`config.mk`:
```
export PLATFORM = sky130hd
export DESIGN_NAME = mwp_mul
export DESIGN_NICKNAME = d
export VERILOG_FILES = /design/src/rtl/prim_mst_weight_product_core_defines.svh /design/src/rtl/mwp_pkg.sv /design/src/rtl/mwp_mul.sv
export SDC_FILE = /design/constraint.sdc
export NUM_CORES = 1
export LEC_CHECK = 0
export BUFFER_PORTS_ARGS = -buffer_cell sky130_fd_sc_hd__buf_2
export CORE_MARGIN = 2
export CORE_UTILIZATION = 65
export CTS_CLUSTER_SIZE = 10
export DETAILED_ROUTE_END_ITERATION = 10
export MAX_ROUTING_LAYER = met4
export PLACE_DENSITY = 0.94
export RECOVER_POWER = 50
export SKIP_CTS_REPAIR_TIMING = 1
export SYNTH_ARGS = -nofsm -noshare
export SYNTH_HDL_FRONTEND = slang
export SYNTH_SLANG_ARGS = --single-unit
export TNS_END_PERCENT = 100
```
`constraint.sdc`:
```
create_clock -name clock -period 11.8 [get_ports clock]
set_input_delay 1.77 -clock clock [delete_from_list [all_inputs] [get_ports clock]]
set_output_delay 1.77 -clock clock [all_outputs]
set_load 0.02 [all_outputs]
```
`src/rtl/prim_mst_weight_product_core_defines.svh`:
```
// ----------------------------------------------------------------------------
// Assertion macros for the weight-product MST core
// Concurrent checks that compile away when SYNTHESIS is defined.
// ----------------------------------------------------------------------------
`ifndef PRIM_MST_WEIGHT_PRODUCT_CORE_DEFINES_SVH
`define PRIM_MST_WEIGHT_PRODUCT_CORE_DEFINES_SVH

`ifndef SYNTHESIS
// prop must hold at every clock edge outside reset
`define MWP_ASSERT(lbl, clk, rst, prop) \
   lbl: assert property (@(posedge clk) disable iff (rst) prop) \
      else $error("mwp assertion failed");
// expr must never be true outside reset
`define MWP_ASSERT_NEVER(lbl, clk, rst, expr) \
   lbl: assert property (@(posedge clk) disable iff (rst) !(expr)) \
      else $error("mwp forbidden condition seen");
`else
`define MWP_ASSERT(lbl, clk, rst, prop)
`define MWP_ASSERT_NEVER(lbl, clk, rst, expr)
`endif

`endif

```
`src/rtl/mwp_pkg.sv`:
```
// ----------------------------------------------------------------------------
// mwp_pkg
// Shared constants and types of the weight-product MST core.
// ----------------------------------------------------------------------------
package mwp_pkg;

   localparam int MAX_VERTICES      = 64;
   localparam int VERTEX_BITS       = 6;
   localparam int VCOUNT_BITS       = 7;
   localparam int WEIGHT_BITS       = 16;
   localparam int KEY_BITS          = WEIGHT_BITS + 1;
   localparam int PRODUCT_BITS      = 64;
   localparam int MAX_EDGES_DEFAULT = 256;
   localparam int CSR_INDEX_BITS    = 1;
   localparam int CSR_DATA_BITS     = 7;

   localparam logic [KEY_BITS-1:0] KEY_INF = KEY_BITS'(1) << WEIGHT_BITS;

   localparam logic KIND_EDGE    = 1'b0;
   localparam logic KIND_SUMMARY = 1'b1;

   typedef enum logic [CSR_INDEX_BITS-1:0] {
      CSR_VERTEX_COUNT  = 1'b0,
      CSR_SOURCE_VERTEX = 1'b1
   } csr_index_type;

   typedef struct packed {
      logic                   start;
      logic                   clear;
      logic [WEIGHT_BITS-1:0] operand;
   } mwp_mul_ctl_type;

   typedef struct packed {
      logic busy;
      logic overflow;
      logic zero_seen;
   } mwp_mul_sts_type;

endpackage

```
`src/rtl/mwp_mul.sv`:
```
// ----------------------------------------------------------------------------
// mwp_mul
// Running product mod 2^64, one 16x16 partial product per cycle.
// ----------------------------------------------------------------------------
module mwp_mul (
   input  logic                           clock,
   input  logic                           reset,
   input  mwp_pkg::mwp_mul_ctl_type       ctl,
   output mwp_pkg::mwp_mul_sts_type       sts,
   output logic [mwp_pkg::PRODUCT_BITS-1:0] product
);
   import mwp_pkg::*;

   localparam int ACC_BITS = PRODUCT_BITS + WEIGHT_BITS;

   logic [PRODUCT_BITS-1:0]  prod_ff;
   logic [ACC_BITS-1:0]      acc_ff;
   logic [ACC_BITS-1:0]      acc_in;
   logic [WEIGHT_BITS-1:0]   k_ff;
   logic [1:0]               step_ff;
   logic                     busy_ff;
   logic                     ovf_ff;
   logic                     zero_ff;
   logic [2*WEIGHT_BITS-1:0] pp;

   // one slice of the product times the operand, shifted into place
   assign pp     = prod_ff[{step_ff, 4'b0000} +: WEIGHT_BITS] * k_ff;
   assign acc_in = acc_ff + (ACC_BITS'(pp) << {step_ff, 4'b0000});

   always_ff @(posedge clock) begin
      if (reset) begin
         busy_ff <= 1'b0;
         ovf_ff  <= 1'b0;
         zero_ff <= 1'b0;
         prod_ff <= PRODUCT_BITS'(1);
      end else if (ctl.clear) begin
         busy_ff <= 1'b0;
         ovf_ff  <= 1'b0;
         zero_ff <= 1'b0;
         prod_ff <= PRODUCT_BITS'(1);
      end else if (ctl.start) begin
         k_ff    <= ctl.operand;
         acc_ff  <= '0;
         step_ff <= 2'd0;
         busy_ff <= 1'b1;
         if (ctl.operand == '0) begin
            zero_ff <= 1'b1;
         end
      end else if (busy_ff) begin
         acc_ff  <= acc_in;
         step_ff <= step_ff + 2'd1;
         if (step_ff == 2'd3) begin
            prod_ff <= acc_in[PRODUCT_BITS-1:0];
            busy_ff <= 1'b0;
            if (|acc_in[ACC_BITS-1:PRODUCT_BITS]) begin
               ovf_ff <= 1'b1;
            end
         end
      end
   end

   assign sts.busy      = busy_ff;
   assign sts.overflow  = ovf_ff;
   assign sts.zero_seen = zero_ff;
   assign product       = prod_ff;

endmodule

```
Word level (Yosys, flattened, before mapping)
Cells that the tools add are included.
- ROM bits: 0
- RAM bits: 0
- logic and storage cells: 30
- output and inout port bits: 67
- latch bits: 0
- bits in registers: 165
- memories: 0
- reduce and logical (&&, ||, !) cells: 9
- bitwise logic cells: 3
- divide/modulo/power cells: 0
- add/sub/neg operators: 2
- magnitude comparators: 0
- eq/ne operators: 1
- multiply operators: 1
- shifts and indexed selects: 2
- mux-type cells: 5
- operators with widths (operator ; number):
    80-bit adder ; 1
    80-bit 2-to-1 mux ; 1
    32-bit by 6-bit << shifter with 80-bit output ; 1
    64-bit by 7-bit indexed part select with 16-bit output ; 1
    16-bit by 16-bit multiplier with 32-bit output ; 1
    16-bit logical NOT ; 1
    16-bit OR reduction ; 1
    3-bit AND reduction ; 3
    4-bit AND reduction ; 1
    1-bit 2-to-1 mux ; 3
    1-bit inverter ; 3
    2-bit by 1-bit adder with 2-bit output (second input constant) ; 1
    2-bit equality test (second input constant) ; 1
    2-bit 2-to-1 mux ; 1
    2-bit AND reduction ; 1
    2-bit nonzero test ; 1
    2-bit OR reduction ; 1

Logic depth before layout (Yosys ltp)
- word-level depth: 6
- mapped depth: 44
- depth with buffers taken out: 40

Worst setup path after synthesis
No wires, ideal clock.
- path type: register to register
- start point: reg step_ff[0]
- end point: reg ovf_ff
- required time: 11673 ps
- setup slack: 1651 ps
- library setup time: 127 ps
- stages on the path, launching flop included: 41
- data arrival time: 10021 ps
- cell sequence: edfxtp_1 buf_1 clkbuf_1 mux4_2 clkbuf_1 nand2_1 fa_1 fa_1 fa_1 fa_1 inv_1 fa_1 inv_1 fa_1 inv_1 ha_1 a21o_1 a21o_1 [... 5 more ...] o41a_1 a21oi_1 xor2_1 o21a_1 nor2_1 ha_1 nand2_1 nor2_1 and4_1 and2_1 a22o_4 o21ai_2 o31ai_2 a41oi_2 o41ai_2 xnor2_1 nor4b_2 a31oi_1
- cells in the longest elaborated chain, start to end: 6
- elaborated cells on any way between the ends: 7
- those cells by class: add/sub (1); mul (1); eq/ne (1); shift (2); reduce/logical (2)
- RTL lines (item ; line ; text):
    start, declared ; mwp_mul.sv:20 ; logic [1:0] step_ff;
    start signal, assigned ; mwp_mul.sv:51 ; step_ff <= step_ff + 2'd1;
    64-bit by 7-bit indexed part select with 16-bit output ; mwp_mul.sv:27 ; assign pp = prod_ff[{step_ff, 4'b0000} +: WEIGHT_BITS] * k_ff;
    16-bit by 16-bit multiplier with 32-bit output ; mwp_mul.sv:27 ;
    32-bit by 6-bit << shifter with 80-bit output ; mwp_mul.sv:28 ; assign acc_in = acc_ff + (ACC_BITS'(pp) << {step_ff, 4'b0000});
    80-bit adder ; mwp_mul.sv:28 ;
    16-bit OR reduction ; mwp_mul.sv:55 ; if (|acc_in[ACC_BITS-1:PRODUCT_BITS]) begin
    4-bit AND reduction (no line) (*) ; -- ;
    end signal, assigned ; mwp_mul.sv:33 ; ovf_ff <= 1'b0;
    end signal, assigned ; mwp_mul.sv:38 ; ovf_ff <= 1'b0;
    end signal, assigned ; mwp_mul.sv:56 ; ovf_ff <= 1'b1;
    end, declared ; mwp_mul.sv:22 ; logic ovf_ff;
Every way passes the cells marked *; elsewhere a longest branch is shown, timed or not.
A chain may end at the register's enable or synchronous reset.

Worst setup path after layout
- start point: reg step_ff[1]
- end point: reg ovf_ff
Same word-level chain as after synthesis.

==> run metrics <==
outcome finished with violations; violated checks max-capacitance violations, max-slew violations; VDD IR max 0.0001089 V; Area Overhead vs Synth 6.059%; startpoint types flip-flop; Iteration-0 DRC Markers 2038; clk root buf clkbuf_16; most common cell in the netlist nor2_1; leading area contributor after synthesis fa_1; DRT Wirelength 67450 µm; Worst Tran Pin Value 4.177 ns; DIE WIDTH 179.5 µm; Worst EP arrival 11.70 ns; total core area 0.03043 mm²; vias per cell 6.497; CP endpoint ovf_ff$_SDFFE_PN0P_; dpl hpwl 53140 µm; initial antenna violation count 2; Synth Instances 2347; CP Data Required Time 12.13 ns; final core utilization 69.75%; final setup fails 0; Vias 18120; sequential element share of the synthesized area 21.41%; first-pass GRT wire length 104300 µm; slowest stage cell on the critical path mux4_2; layout cell share with drive strength beyond 1 4.435%; CTS Sinks 165; die area 0.03220 mm²; vias in the first global route 18710; Final min period 11.37 ns; Avg Cell Area, Syn 8.526 µm²; busiest grt layer met2; hold path start zero_ff$_SDFFE_PN0P_; crit-path max cell delay 0.78 ns; Syn Nets 2746; CTS Buf Count 17; CTS clk-pin slew, worst paths 0.08 ns; P per Cell Area 66.45 mW/mm²; worst hold path class reg -> reg; LEAKAGE 9.496 nW; placer's final routability congestion estimate 1.051; CTS tree done; Reg2Reg Launch Point step_ff[1]$_SDFFCE_PP0P_; largest net degree at the start of global routing 90; clk_lat worst skew 0.48 ns; Min Hold Slack 0.5026 ns; GRT overflow 0; Slew HR -178.5%; grt met2 use 69.03%; first-pass iteration count of the detailed router 5; Top Ports 87; fmax 0.08798 GHz; MaxCap Viol Count 3; CP max FO 47; GRT met1 Usage 52.57%; post-synthesis cell area 0.02001 mm²; final hold vios 0; clk buf depth 2; top cell type's share of synthesized area 19.51%; Fin Setup TNS 0 ns; Reg2Reg Setup Slack 0.43 ns; nets 2776; final max-slew violation count 151; DRC Markers 0; Total Power 1.410 mW; CTS HTree Levels 4; Worst path most repeated cell fa_1; EDFF count, synth 98; reg2reg path depth 40; Final period util 96.33%; Starting Density 65.76%; R2R Path End ovf_ff$_SDFFE_PN0P_; top_reg_cell synth edfxtp_1; WL per Instance 24.19 µm; async set or reset register ratio after synthesis 0%; Die Y 179.5 µm; Critical Path Start step_ff[1]$_SDFFCE_PP0P_; Post-synth top cells 294 x nor2_1, 272 x nand2_1, 251 x inv_1, 195 x fa_1, 193 x a21oi_1; I/O Buffers 86; met3 Use GR 8.367%; Yosys reg bits 165; ANT nets after route 0; crit end category flip-flop; Synth area leaders fa_1 20%, edfxtp_1 15%, ha_1 12%, dfxtp_1 6.7%, nor2_1 5.5%; GRT Total Usage 43.29%; skew final 0.01421 ns; Ys Warns 0; CP Class reg -> reg; Yosys cell types 77; Site Rows 64
==> metal layers <==
layer	part of all wire [%]	vias to the layer above	routed length [µm]
met3	10	341	6960
li1	-	7899	-
met1	36	8716	24470
met2	47	1159	31690
met4	6.4	0	4319
met5	0	-	0
==> layout make-up <==
type                    count  area, µm²
flip-flops and latches    165       4284
inverters                 251      942.2
clock inverters            15      157.7
repair buffers            111      523.0
clock buffers              17      425.4
diodes                      2      5.005
multi-input cells        1831      14390
fillers                  2322       9206
well taps                 396      495.5
==> worst min-delay path by stage <==
stage                      endpoint  slack, ns  cells after the start
6_report       zero_ff$_SDFFE_PN0P_       0.50                      2
2_1_floorplan  zero_ff$_SDFFE_PN0P_       0.44                      2
3_3_place_gp   zero_ff$_SDFFE_PN0P_       0.45                      2
3_5_place_dp   zero_ff$_SDFFE_PN0P_       0.48                      2
4_1_cts        zero_ff$_SDFFE_PN0P_       0.50                      2
5_1_grt        zero_ff$_SDFFE_PN0P_       0.54                      2
==> critical path, delay by kind of cell (launching register included) <==
family          cells  cell delay, ns
compound gates     11            2.40
xor+xnor            2            0.48
fa+ha+maj           8            3.80
buf+inv             7            0.85
flops               1            0.66
mux                 2            0.98
simple gates       10            2.02
==> power breakdown <==
part | total [mW] | leakage (nW) | switching (mW) | internal [mW]
Clock | 0.584 | 0.283 | 0.301 | 0.283
Sequential | 0.647 | 1.46 | 0.0201 | 0.627
Combinational | 0.180 | 7.76 | 0.123 | 0.0567
Total | 1.41 | 9.50 | 0.444 | 0.966
==> kinds of logic after synthesis <==
group	after synthesis	synth area share [%]
and+or+nand+nor	875	20.23
AOI/OAI and AO/OA	446	13.74
adders and majority gates	379	31.01
buffers and inverters	351	6.678
DFF	165	21.41
xor gates and xnor gates	104	4.552
muxes	27	2.376
==> registers in the layout (all words and copies together), names as in the netlist <==
signal / flops
product: 64
acc_ff: 80
ovf_ff: 1
busy_ff: 1
k_ff: 16
step_ff: 2
zero_ff: 1
==> layout by cell type (no fill, tap or decap), types with 11 or more instances in the layout <==
cell type / count
nand2b_1: 13
o21bai_1: 16
a21o_1: 48
a31oi_1: 19
nor2b_1: 27
and3_1: 12
clkbuf_1: 82
ha_1: 184
nor4_1: 11
nand2_1: 272
mux4_2: 16
nand4_1: 24
buf_4: 22
dfxtp_1: 67
xor2_1: 53
nor2_1: 294
and2_1: 139
fa_1: 195
nor3_1: 28
o21ai_0: 75
a21oi_1: 193
edfxtp_1: 98
xnor2_1: 51
nand3_1: 28
inv_1: 251
o22ai_1: 11
clkbuf_16: 17
==> per-stage QoR <==
stage	cells	worst slack (ns)	cell area [µm²]
finish	2788	0.4335	21220
global route	2788	-0.006477	21220
CTS	2782	0.2228	21310
detailed placement	2750	0.3133	20730
global placement	2750	0.4853	20730
floorplan	2347	1.652	20010
(Power assumes the default switching activity.)
